==> src/hdl/psf_pkg.sv <==
// Package for the pendulum state-feedback core.
// Holds widths, register indexes, reset values and shared types.
// No dependencies.
package psf_pkg;

   localparam int COUNT_W  = 32;
   localparam int SAMPLE_W = 12;
   localparam int GAIN_W   = 32;
   localparam int LIMIT_W  = 31;
   localparam int DIR_W    = 2;
   localparam int CMP_W    = 7;
   localparam int CSR_IDX_W  = 3;
   localparam int CSR_DATA_W = 32;

   localparam int OPA_W  = COUNT_W + 1;
   localparam int PROD_W = OPA_W + GAIN_W;
   localparam int ACC_W  = PROD_W + 2;
   localparam int DIFF_W = SAMPLE_W + 1;

   localparam int Q_FRAC     = 24;
   localparam int MAG_W      = LIMIT_W;
   localparam int MAG100_W   = MAG_W + 8;
   localparam int SCALED_W   = MAG100_W - Q_FRAC;
   localparam int DIV3_SHIFT = 17;
   localparam int DUTY_W     = 13;

   localparam logic [GAIN_W-1:0] DIV3_RECIP     = 32'd43691;
   localparam logic [CMP_W-1:0]  COMPARE_OFFSET = 7'd5;
   localparam logic [CMP_W-1:0]  CMP_HW_MAX     = 7'd127;

   localparam logic [CSR_IDX_W-1:0] CSR_GAIN_POSITION     = 3'd0;
   localparam logic [CSR_IDX_W-1:0] CSR_GAIN_VELOCITY     = 3'd1;
   localparam logic [CSR_IDX_W-1:0] CSR_GAIN_ANGLE        = 3'd2;
   localparam logic [CSR_IDX_W-1:0] CSR_GAIN_ANGULAR_RATE = 3'd3;
   localparam logic [CSR_IDX_W-1:0] CSR_ANGLE_ZERO_COUNT  = 3'd4;
   localparam logic [CSR_IDX_W-1:0] CSR_DRIVE_LIMIT       = 3'd5;

   localparam logic signed [GAIN_W-1:0] RST_GAIN_POSITION     = -32'sd9350;
   localparam logic signed [GAIN_W-1:0] RST_GAIN_VELOCITY     = -32'sd1397220;
   localparam logic signed [GAIN_W-1:0] RST_GAIN_ANGLE        = -32'sd473926;
   localparam logic signed [GAIN_W-1:0] RST_GAIN_ANGULAR_RATE = -32'sd6269260;
   localparam logic [SAMPLE_W-1:0]      RST_ANGLE_ZERO_COUNT  = 12'd882;
   localparam logic [LIMIT_W-1:0]       RST_DRIVE_LIMIT       = 31'd46976205;

   localparam logic [DIR_W-1:0] DIR_OFF     = 2'd0;
   localparam logic [DIR_W-1:0] DIR_FORWARD = 2'd1;
   localparam logic [DIR_W-1:0] DIR_REVERSE = 2'd2;

   typedef struct packed {
      logic signed [GAIN_W-1:0] gain_position;
      logic signed [GAIN_W-1:0] gain_velocity;
      logic signed [GAIN_W-1:0] gain_angle;
      logic signed [GAIN_W-1:0] gain_angular_rate;
      logic [SAMPLE_W-1:0]      angle_zero_count;
      logic [LIMIT_W-1:0]       drive_limit;
   } psf_cfg_type;

   typedef struct packed {
      logic mul_en;
      logic acc_clear;
      logic acc_en;
   } psf_mac_ctrl_type;

endpackage

==> src/hdl/psf_channels.sv <==
// Channel interfaces of the pendulum state-feedback core.
// Request, response and register-write channels; depends on psf_pkg.
interface psf_req_if import psf_pkg::*; ();
   logic                       valid;
   logic                       ready;
   logic signed [COUNT_W-1:0]  encoder_count;
   logic [SAMPLE_W-1:0]        angle_sample;
   modport source (output valid, encoder_count, angle_sample, input ready);
   modport sink   (input valid, encoder_count, angle_sample, output ready);
endinterface

interface psf_rsp_if import psf_pkg::*; ();
   logic                       valid;
   logic                       ready;
   logic signed [COUNT_W-1:0]  drive_value;
   logic [DIR_W-1:0]           direction;
   logic [CMP_W-1:0]           compare_value;
   logic                       saturated;
   modport source (output valid, drive_value, direction, compare_value, saturated,
                   input ready);
   modport sink   (input valid, drive_value, direction, compare_value, saturated,
                   output ready);
endinterface

interface psf_csr_if import psf_pkg::*; ();
   logic                   valid;
   logic                   ready;
   logic [CSR_IDX_W-1:0]   index;
   logic [CSR_DATA_W-1:0]  data;
   modport source (output valid, index, data, input ready);
   modport sink   (input valid, index, data, output ready);
endinterface

==> src/hdl/psf_csr_regs.sv <==
// Configuration registers of the pendulum state-feedback core.
// Takes writes from the csr channel; depends on psf_pkg and psf_channels.
module psf_csr_regs import psf_pkg::*; (
   input  logic          clock,
   input  logic          reset,
   psf_csr_if.sink       csr,
   output psf_cfg_type   cfg
);

   psf_cfg_type cfg_ff;
   psf_cfg_type cfg_in;

   assign csr.ready = 1'b1;
   assign cfg       = cfg_ff;

   always_comb begin
      cfg_in = cfg_ff;
      if (csr.valid) begin
         case (csr.index)
            CSR_GAIN_POSITION:     cfg_in.gain_position     = $signed(csr.data);
            CSR_GAIN_VELOCITY:     cfg_in.gain_velocity     = $signed(csr.data);
            CSR_GAIN_ANGLE:        cfg_in.gain_angle        = $signed(csr.data);
            CSR_GAIN_ANGULAR_RATE: cfg_in.gain_angular_rate = $signed(csr.data);
            CSR_ANGLE_ZERO_COUNT:  cfg_in.angle_zero_count  = csr.data[SAMPLE_W-1:0];
            CSR_DRIVE_LIMIT:       cfg_in.drive_limit       = csr.data[LIMIT_W-1:0];
            default:               cfg_in = cfg_ff;
         endcase
      end
   end

   always_ff @(posedge clock) begin
      if (reset) begin
         cfg_ff.gain_position     <= RST_GAIN_POSITION;
         cfg_ff.gain_velocity     <= RST_GAIN_VELOCITY;
         cfg_ff.gain_angle        <= RST_GAIN_ANGLE;
         cfg_ff.gain_angular_rate <= RST_GAIN_ANGULAR_RATE;
         cfg_ff.angle_zero_count  <= RST_ANGLE_ZERO_COUNT;
         cfg_ff.drive_limit       <= RST_DRIVE_LIMIT;
      end else begin
         cfg_ff <= cfg_in;
      end
   end

endmodule

==> src/hdl/psf_mac.sv <==
// Shared multiply-accumulate unit of the pendulum state-feedback core.
// Registered 33x32 signed product feeding a wide accumulator; depends on psf_pkg.
module psf_mac import psf_pkg::*; (
   input  logic                       clock,
   input  psf_mac_ctrl_type           ctrl,
   input  logic signed [OPA_W-1:0]    op_a,
   input  logic signed [GAIN_W-1:0]   op_b,
   output logic signed [PROD_W-1:0]   product,
   output logic signed [ACC_W-1:0]    acc
);

   logic signed [PROD_W-1:0] product_ff;
   logic signed [PROD_W-1:0] product_in;
   logic signed [ACC_W-1:0]  acc_ff;
   logic signed [ACC_W-1:0]  acc_in;

   always_comb begin
      product_in = ctrl.mul_en ? PROD_W'(op_a) * PROD_W'(op_b) : product_ff;
      if (ctrl.acc_clear) begin
         acc_in = '0;
      end else if (ctrl.acc_en) begin
         acc_in = acc_ff + ACC_W'(product_ff);
      end else begin
         acc_in = acc_ff;
      end
   end

   always_ff @(posedge clock) begin
      product_ff <= product_in;
      acc_ff     <= acc_in;
   end

   assign product = product_ff;
   assign acc     = acc_ff;

endmodule

==> src/hdl/pendulum_state_feedback_core.sv <==
// Pendulum state-feedback core, top level: sequencer, clamp and PWM mapping.
// Depends on psf_pkg, psf_channels, psf_csr_regs and psf_mac.
//
// Each transfer on req_if is one control tick. The core forms the Q8.24 drive
// u = g_pos*count + g_vel*dcount + g_ang*(sample-zero) + g_rate*dsample with
// one shared signed multiplier and accumulator, clamps it to +/-drive_limit
// and maps it to a direction and a PWM compare count. An item passes through
// four multiplier passes, one accumulate, the clamp, a divide-by-3 pass through
// the same multiplier and the direction and compare mapping before its result
// is registered; the sequencer then returns to idle, so a new tick is taken
// only after the previous tick's result is registered. req_if.ready is high
// only while the sequencer is idle; the result sits in an output register, so
// a new tick is taken while the previous result waits on rsp_if, and the last
// step holds while an earlier result is still waiting. The first tick after
// reset uses zero differences. Register writes are taken any cycle.
module pendulum_state_feedback_core import psf_pkg::*; #(
   parameter int PWM_TOP = 99
) (
   input  logic      clock,
   input  logic      reset,
   psf_req_if.sink   req_if,
   psf_rsp_if.source rsp_if,
   psf_csr_if.sink   csr_if
);

   localparam logic [CMP_W-1:0] CMP_CAP =
      (PWM_TOP < int'(CMP_HW_MAX)) ? CMP_W'(PWM_TOP) : CMP_HW_MAX;

   localparam logic [2:0] ST_IDLE  = 3'd0;
   localparam logic [2:0] ST_MUL   = 3'd1;
   localparam logic [2:0] ST_DRAIN = 3'd2;
   localparam logic [2:0] ST_CLAMP = 3'd3;
   localparam logic [2:0] ST_SCALE = 3'd4;
   localparam logic [2:0] ST_DUTY  = 3'd5;

   psf_cfg_type      cfg;
   psf_mac_ctrl_type mac_ctrl;

   logic [2:0] state_ff, state_in;
   logic [1:0] step_ff, step_in;
   logic       primed_ff, primed_in;
   logic signed [COUNT_W-1:0] prev_count_ff, prev_count_in;
   logic [SAMPLE_W-1:0]       prev_sample_ff, prev_sample_in;

   logic signed [OPA_W-1:0]   dpos_ff, dpos_in;
   logic signed [OPA_W-1:0]   dvel_ff, dvel_in;
   logic signed [DIFF_W-1:0]  dang_ff, dang_in;
   logic signed [DIFF_W-1:0]  drate_ff, drate_in;
   logic signed [COUNT_W-1:0] u_ff, u_in;
   logic                      sat_ff, sat_in;

   logic                      rsp_valid_ff, rsp_valid_in;
   logic signed [COUNT_W-1:0] out_drive_ff, out_drive_in;
   logic [DIR_W-1:0]          out_dir_ff, out_dir_in;
   logic [CMP_W-1:0]          out_cmp_ff, out_cmp_in;
   logic                      out_sat_ff, out_sat_in;

   logic signed [OPA_W-1:0]   op_a;
   logic signed [GAIN_W-1:0]  op_b;
   logic signed [PROD_W-1:0]  product;
   logic signed [ACC_W-1:0]   acc;

   logic signed [COUNT_W-1:0] prev_c_sel;
   logic [SAMPLE_W-1:0]       prev_s_sel;
   logic signed [ACC_W-1:0]   lim_pos, lim_neg;
   logic [COUNT_W-1:0]        mag_full;
   logic [MAG100_W-1:0]       mag100;
   logic [SCALED_W-1:0]       scaled;
   logic [DUTY_W-1:0]         duty;
   logic [DUTY_W:0]           cmp_sum;
   logic                      accept;
   logic                      out_free;

   psf_csr_regs u_csr (
      .clock (clock),
      .reset (reset),
      .csr   (csr_if),
      .cfg   (cfg)
   );

   psf_mac u_mac (
      .clock   (clock),
      .ctrl    (mac_ctrl),
      .op_a    (op_a),
      .op_b    (op_b),
      .product (product),
      .acc     (acc)
   );

   assign req_if.ready = (state_ff == ST_IDLE);
   assign accept       = req_if.valid && req_if.ready;
   assign out_free     = !rsp_valid_ff || rsp_if.ready;

   assign prev_c_sel = primed_ff ? prev_count_ff  : req_if.encoder_count;
   assign prev_s_sel = primed_ff ? prev_sample_ff : req_if.angle_sample;

   assign lim_pos  = $signed(ACC_W'(cfg.drive_limit));
   assign lim_neg  = -lim_pos;
   assign mag_full = u_ff[COUNT_W-1] ? COUNT_W'(-u_ff) : COUNT_W'(u_ff);
   assign mag100   = (MAG100_W'(mag_full[MAG_W-1:0]) << 6)
                   + (MAG100_W'(mag_full[MAG_W-1:0]) << 5)
                   + (MAG100_W'(mag_full[MAG_W-1:0]) << 2);
   assign scaled   = mag100[MAG100_W-1:Q_FRAC];
   assign duty     = product[DIV3_SHIFT+DUTY_W-1:DIV3_SHIFT];
   assign cmp_sum  = (DUTY_W+1)'(duty) + (DUTY_W+1)'(COMPARE_OFFSET);

   // operand select for the shared multiplier
   always_comb begin
      op_a = dpos_ff;
      op_b = cfg.gain_position;
      if (state_ff == ST_SCALE) begin
         op_a = $signed(OPA_W'(scaled));
         op_b = $signed(DIV3_RECIP);
      end else begin
         case (step_ff)
            2'd0: begin
               op_a = dpos_ff;
               op_b = cfg.gain_position;
            end
            2'd1: begin
               op_a = OPA_W'(dang_ff);
               op_b = cfg.gain_angle;
            end
            2'd2: begin
               op_a = OPA_W'(drate_ff);
               op_b = cfg.gain_angular_rate;
            end
            default: begin
               op_a = dvel_ff;
               op_b = cfg.gain_velocity;
            end
         endcase
      end
   end

   always_comb begin
      state_in       = state_ff;
      step_in        = step_ff;
      primed_in      = primed_ff;
      prev_count_in  = prev_count_ff;
      prev_sample_in = prev_sample_ff;
      dpos_in        = dpos_ff;
      dvel_in        = dvel_ff;
      dang_in        = dang_ff;
      drate_in       = drate_ff;
      u_in           = u_ff;
      sat_in         = sat_ff;
      rsp_valid_in   = rsp_valid_ff && !rsp_if.ready;
      out_drive_in   = out_drive_ff;
      out_dir_in     = out_dir_ff;
      out_cmp_in     = out_cmp_ff;
      out_sat_in     = out_sat_ff;
      mac_ctrl       = '0;

      case (state_ff)
         ST_IDLE: begin
            if (accept) begin
               dpos_in  = OPA_W'(req_if.encoder_count);
               dvel_in  = OPA_W'(req_if.encoder_count) - OPA_W'(prev_c_sel);
               dang_in  = $signed({1'b0, req_if.angle_sample})
                        - $signed({1'b0, cfg.angle_zero_count});
               drate_in = $signed({1'b0, req_if.angle_sample})
                        - $signed({1'b0, prev_s_sel});
               prev_count_in      = req_if.encoder_count;
               prev_sample_in     = req_if.angle_sample;
               primed_in          = 1'b1;
               step_in            = '0;
               mac_ctrl.acc_clear = 1'b1;
               state_in           = ST_MUL;
            end
         end
         ST_MUL: begin
            mac_ctrl.mul_en = 1'b1;
            mac_ctrl.acc_en = (step_ff != 2'd0);
            step_in         = step_ff + 2'd1;
            if (step_ff == 2'd3) begin
               state_in = ST_DRAIN;
            end
         end
         ST_DRAIN: begin
            mac_ctrl.acc_en = 1'b1;
            state_in        = ST_CLAMP;
         end
         ST_CLAMP: begin
            sat_in = 1'b0;
            u_in   = acc[COUNT_W-1:0];
            if (acc > lim_pos) begin
               u_in   = lim_pos[COUNT_W-1:0];
               sat_in = 1'b1;
            end else if (acc < lim_neg) begin
               u_in   = lim_neg[COUNT_W-1:0];
               sat_in = 1'b1;
            end
            state_in = ST_SCALE;
         end
         ST_SCALE: begin
            mac_ctrl.mul_en = 1'b1;
            state_in        = ST_DUTY;
         end
         ST_DUTY: begin
            if (out_free) begin
               rsp_valid_in = 1'b1;
               out_drive_in = u_ff;
               out_sat_in   = sat_ff;
               if (u_ff == '0) begin
                  out_dir_in = DIR_OFF;
                  out_cmp_in = '0;
               end else begin
                  out_dir_in = u_ff[COUNT_W-1] ? DIR_REVERSE : DIR_FORWARD;
                  out_cmp_in = (cmp_sum > (DUTY_W+1)'(CMP_CAP)) ? CMP_CAP
                                                                : cmp_sum[CMP_W-1:0];
               end
               state_in = ST_IDLE;
            end
         end
         default: begin
            state_in = ST_IDLE;
         end
      endcase
   end

   always_ff @(posedge clock) begin
      if (reset) begin
         state_ff       <= ST_IDLE;
         step_ff        <= '0;
         primed_ff      <= 1'b0;
         prev_count_ff  <= '0;
         prev_sample_ff <= '0;
         rsp_valid_ff   <= 1'b0;
      end else begin
         state_ff       <= state_in;
         step_ff        <= step_in;
         primed_ff      <= primed_in;
         prev_count_ff  <= prev_count_in;
         prev_sample_ff <= prev_sample_in;
         rsp_valid_ff   <= rsp_valid_in;
      end
   end

   always_ff @(posedge clock) begin
      dpos_ff      <= dpos_in;
      dvel_ff      <= dvel_in;
      dang_ff      <= dang_in;
      drate_ff     <= drate_in;
      u_ff         <= u_in;
      sat_ff       <= sat_in;
      out_drive_ff <= out_drive_in;
      out_dir_ff   <= out_dir_in;
      out_cmp_ff   <= out_cmp_in;
      out_sat_ff   <= out_sat_in;
   end

   assign rsp_if.valid         = rsp_valid_ff;
   assign rsp_if.drive_value   = out_drive_ff;
   assign rsp_if.direction     = out_dir_ff;
   assign rsp_if.compare_value = out_cmp_ff;
   assign rsp_if.saturated     = out_sat_ff;

   a_accept_starts_mul: assert property (@(posedge clock) disable iff (reset)
      accept |=> (state_ff == ST_MUL) && (step_ff == 2'd0))
      else $error("sequencer did not start multiplier passes after transfer");

   a_off_means_zero_cmp: assert property (@(posedge clock) disable iff (reset)
      rsp_if.valid |-> ((rsp_if.direction == DIR_OFF) == (rsp_if.compare_value == '0)))
      else $error("direction off and compare count disagree");

   a_off_means_zero_drive: assert property (@(posedge clock) disable iff (reset)
      rsp_if.valid |-> ((rsp_if.direction == DIR_OFF) == (rsp_if.drive_value == '0)))
      else $error("direction off and drive value disagree");

   a_result_from_duty: assert property (@(posedge clock) disable iff (reset)
      $rose(rsp_valid_ff) |-> ($past(state_ff) == ST_DUTY))
      else $error("result registered outside the final step");

endmodule

==> src/flat_wrapper.sv <==
// flat-port wrapper written by rule: the top's interface ports become plain ports
module pendulum_state_feedback_core_flat import psf_pkg::*;
#(
   parameter int PWM_TOP = 99
)
  (clock, reset, req_if_valid, req_if_encoder_count, req_if_angle_sample, req_if_ready, rsp_if_valid, rsp_if_drive_value, rsp_if_direction, rsp_if_compare_value, rsp_if_saturated, rsp_if_ready, csr_if_valid, csr_if_index, csr_if_data, csr_if_ready);
  psf_req_if req_if_i ();
  psf_rsp_if rsp_if_i ();
  psf_csr_if csr_if_i ();
  input  logic clock;
  input  logic reset;
  input wire logic [$bits(req_if_i.valid)-1:0] req_if_valid;
  input wire logic [$bits(req_if_i.encoder_count)-1:0] req_if_encoder_count;
  input wire logic [$bits(req_if_i.angle_sample)-1:0] req_if_angle_sample;
  output wire logic [$bits(req_if_i.ready)-1:0] req_if_ready;
  output wire logic [$bits(rsp_if_i.valid)-1:0] rsp_if_valid;
  output wire logic [$bits(rsp_if_i.drive_value)-1:0] rsp_if_drive_value;
  output wire logic [$bits(rsp_if_i.direction)-1:0] rsp_if_direction;
  output wire logic [$bits(rsp_if_i.compare_value)-1:0] rsp_if_compare_value;
  output wire logic [$bits(rsp_if_i.saturated)-1:0] rsp_if_saturated;
  input wire logic [$bits(rsp_if_i.ready)-1:0] rsp_if_ready;
  input wire logic [$bits(csr_if_i.valid)-1:0] csr_if_valid;
  input wire logic [$bits(csr_if_i.index)-1:0] csr_if_index;
  input wire logic [$bits(csr_if_i.data)-1:0] csr_if_data;
  output wire logic [$bits(csr_if_i.ready)-1:0] csr_if_ready;
  assign req_if_i.valid = req_if_valid;
  assign req_if_i.encoder_count = req_if_encoder_count;
  assign req_if_i.angle_sample = req_if_angle_sample;
  assign req_if_ready = req_if_i.ready;
  assign rsp_if_valid = rsp_if_i.valid;
  assign rsp_if_drive_value = rsp_if_i.drive_value;
  assign rsp_if_direction = rsp_if_i.direction;
  assign rsp_if_compare_value = rsp_if_i.compare_value;
  assign rsp_if_saturated = rsp_if_i.saturated;
  assign rsp_if_i.ready = rsp_if_ready;
  assign csr_if_i.valid = csr_if_valid;
  assign csr_if_i.index = csr_if_index;
  assign csr_if_i.data = csr_if_data;
  assign csr_if_ready = csr_if_i.ready;
  pendulum_state_feedback_core #(.PWM_TOP(PWM_TOP)) u_core (.clock(clock), .reset(reset), .req_if(req_if_i), .rsp_if(rsp_if_i), .csr_if(csr_if_i));
endmodule
==> config.mk <==
export PLATFORM = sky130hd
export DESIGN_NAME = pendulum_state_feedback_core_flat
export DESIGN_NICKNAME = d
export VERILOG_FILES = /design/src/hdl/psf_pkg.sv /design/src/hdl/psf_channels.sv /design/src/hdl/psf_csr_regs.sv /design/src/hdl/psf_mac.sv /design/src/hdl/pendulum_state_feedback_core.sv /design/src/flat_wrapper.sv
export SDC_FILE = /design/constraint.sdc
export NUM_CORES = 2
export LEC_CHECK = 0
export BUFFER_PORTS_ARGS = -buffer_cell sky130_fd_sc_hd__buf_2
export CORE_MARGIN = 3
export CORE_UTILIZATION = 54
export DETAILED_ROUTE_END_ITERATION = 12
export PLACE_DENSITY = 0.8
export SLEW_MARGIN = 10
export SYNTH_ARGS = -nofsm -noshare
export SYNTH_HDL_FRONTEND = slang
export SYNTH_SLANG_ARGS = --single-unit
==> constraint.sdc <==
create_clock -name clock -period 12.87 [get_ports clock]
set_clock_uncertainty 0.15 [all_clocks]
set_input_delay 2.574 -clock clock [delete_from_list [all_inputs] [get_ports clock]]
set_output_delay 2.574 -clock clock [all_outputs]
set_load 0.02 [all_outputs]
==> results.json <==
{
  "drv_slew": 0,
  "cts_tree": "yes",
  "clockRootBuffer": "clkbuf_16",
  "num_rows": 131,
  "max_cap_viol_count": 0,
  "grt_pass1_vias": 62800,
  "synth_most_common_cell": "nand2_1",
  "synth_top_area_share_pct": 31.8,
  "final_layout_size_suffix_gt1_share_pct": 14.4,
  "drt_pass1_iterations": 8,
  "hpwl_mm": 196,
  "synth-seq-cells": 520,
  "globalplace.congestion": 1.06,
  "area_growth_pct": 14.5,
  "whs_endpoint": "u_core.prev_count_ff[28]$_SDFFE_PP0P_",
  "required_ns": 13.19,
  "critPathArrivalTime_ns": 13.43,
  "rr_worst_depth": 56,
  "reg2reg_from": "u_core.u_ff[3]$_DFFE_PN_",
  "fin_ws_ns": -0.234,
  "pre_cts_ws_ns": -0.812,
  "vias": 61800,
  "grt_first_pass_wirelength_mm": 377,
  "core_um2": 128000,
  "async_flop_share_pct": 0,
  "start_util_pct": 54.7,
  "dieArea_um2": 134000,
  "vias_per_cell": 6.03,
  "nets": 10100,
  "end_kind": "flop",
  "period_share_pct": 102,
  "period_minus_slack_ns": 13.10,
  "fin_tns_setup_ns": -1.85,
  "max_freq_mhz": 76.3,
  "setup_viol": 16,
  "netlist_area_um2": 70200,
  "post-route-drc-count": 0,
  "synth_top_family_by_area": "adder cells",
  "hold_viol": 0,
  "timing.rr.end": "u_core.u_mac.product[60]$_DFFE_PP_",
  "syn_inst": 7992,
  "hold_buffers": 0,
  "outcome": "complete, but fails checks",
  "wl_per_cell_um": 24.4,
  "numCtsBuffers": 60,
  "critPathBufInv": 14,
  "path_class": "reg2reg",
  "crit_fanout": 8,
  "min_from": "u_core.prev_count_ff[28]$_SDFFE_PP0P_",
  "start_kind": "flop",
  "h-tree-depth": 2,
  "synth_top_area_cell": "fa_1",
  "yosys.area_share.simple_pct": 16.1,
  "track_usage_pct": 36.8,
  "path_delay_family": "adder cells",
  "clk_latency_ns": 0.73,
  "die_w_um": 367,
  "die_h_um": 367,
  "ios": 129,
  "relSlewSlack_pct": 1.92,
  "ys_warn_count": 0,
  "rsz0062_at_grt": "yes",
  "drt_iter0_drc": 7248,
  "synth_area_leaders": "fa_1 32%, edfxtp_1 9.9%, ha_1 8.3%, dfxtp_1 8.2%, nand2_1 7.4%",
  "port_buffers": 127,
  "cts_buffer_depth": 3,
  "rrSetupSlack_ns": -0.23,
  "post_synth_xor_area_fraction_pct": 3.43,
  "synth_fa_ha_area_share_pct": 40.2,
  "clock-sinks": 520,
  "grt_max_degree": 89,
  "hold_depth": 2,
  "synthesis.nets": 9660,
  "violations": "setup timing",
  "worst_pin_slew_ns": 1.47,
  "ant_nets": 0,
  "synth_seq_area_share_pct": 18.1,
  "routed_wl_mm": 250,
  "synth_area_per_cell_um2": 8.79,
  "cp_slowest_cell": "fa_1",
  "grt_antenna_before_repair": 12,
  "path_common_cell": "buf_4",
  "critical-path-max-stage-delay_ns": 0.57,
  "clkTransAtPathRegs_ns": 0.07,
  "yosysUniqueCellTypes": 97,
  "synth_compound_area_share_pct": 12.0,
  "synthFlopType": "dfxtp_1",
  "synth_edf_count": 231,
  "overflow": 0,
  "hp-class": "reg2reg",
  "muxShareOfSynthArea_pct": 1.42,
  "synth_common_cells": "1377 x nand2_1, 1221 x inv_1, 1117 x fa_1, 548 x nor2_1, 467 x ha_1",
  "final_util_pct": 62.7
}
## worst register-to-register path: cells and delay by family, from the launching register on
family                     cells  cell delay (ns)
DFF                            1             0.42
muxes                          1             0.15
xor gates and xnor gates       2             0.38
AOI/OAI and AO/OA             18             3.74
and+or+nand+nor               10             1.57
buffers and inverters         14             1.79
adders and majority gates     11             4.65
## worst max path at each step
stage | start | end | slack, ns | cells past startpoint
after floorplan | u_core.u_ff[0]$_DFFE_PN_ | u_core.u_mac.product[42]$_DFFE_PP_ | 0.005 | 53
after global placement | u_core.u_ff[1]$_DFFE_PN_ | u_core.u_mac.product[59]$_DFFE_PP_ | -0.55 | 55
after detailed placement | u_core.u_ff[0]$_DFFE_PN_ | u_core.u_mac.product[64]$_DFFE_PP_ | -0.81 | 55
after CTS | u_core.u_ff[0]$_DFFE_PN_ | u_core.u_mac.product[42]$_DFFE_PP_ | -0.07 | 57
after global routing | u_core.u_ff[3]$_DFFE_PN_ | u_core.u_mac.product[60]$_DFFE_PP_ | -0.71 | 55
final | u_core.u_ff[3]$_DFFE_PN_ | u_core.u_mac.product[60]$_DFFE_PP_ | -0.23 | 56
## layer usage
layer,global-route usage [%],part of all wire [%],vias up
li1,-,-,26700
met1,46.1,36,30600
met2,57.4,44,3564
met3,8.86,11,893
met4,23.1,7.9,10
met5,0,0.024,-
## flip-flops by register name (all words and copies together), names as in the netlist
name / count
u_core.dang_ff: 13
u_core.dpos_ff: 32
u_core.drate_ff: 13
u_core.dvel_ff: 33
u_core.prev_count_ff: 32
u_core.prev_sample_ff: 12
u_core.primed_ff: 1
u_core.rsp_if.compare_value: 7
u_core.rsp_if.direction: 2
u_core.rsp_if.drive_value: 32
u_core.rsp_if.saturated: 1
u_core.rsp_if.valid: 1
u_core.sat_ff: 1
u_core.state_ff: 3
u_core.step_ff: 2
u_core.u_csr.cfg: 171
u_core.u_ff: 32
u_core.u_mac.acc: 67
u_core.u_mac.product: 65
## final cells by class
type	count	area, um^2
Antenna cell	11	27.5
Timing Repair Buffer	794	5830
Clock inverter	34	319
Fill cell	10500	47900
Clock buffer	80	1770
Multi-Input combinational cell	5848	53000
Inverter	1227	4610
Tap cell	1729	2160
Sequential cell	520	12700
## cell usage in the layout, fill, tap and decap left out, drive strengths merged, types with 86 or more instances in the layout
cell	n
a21oi	446
dfxtp	289
a21o	177
o21ai	215
ha	467
fa	1117
buf	794
nand2	1377
edfxtp	231
xnor2	182
mux2i	86
inv	1231
nor2	548
nand3	170
xor2	86
## per-stage QoR
stage | instance area [um^2] | instances | hold slack (ns)
2_1_floorplan | 70400 | 7992 | 0.250
3_3_place_gp | 76100 | 10000 | 0.291
3_5_place_dp | 76100 | 10000 | 0.296
4_1_cts | 79400 | 10200 | 0.306
5_1_grt | 80400 | 10200 | 0.326
6_report | 80400 | 10200 | 0.304
## cell families after synthesis
group	after synthesis
other	1
buffers and inverters	1624
AO/OA/AOI/OAI	1295
adder cells (fa/ha/maj)	1584
AND/OR/NAND/NOR	2600
multiplexers	98
flip-flops	520
XOR/XNOR	270
## what timing repair did
item                                    CTS  global route
setup buffers                            61            39
resized for setup                       160           167
endpoints found under the setup margin   28            32
pin swaps                                97           118
Power is not shown: default switching activity piles up to over one toggle a cycle in this logic, so the estimate is an artifact.
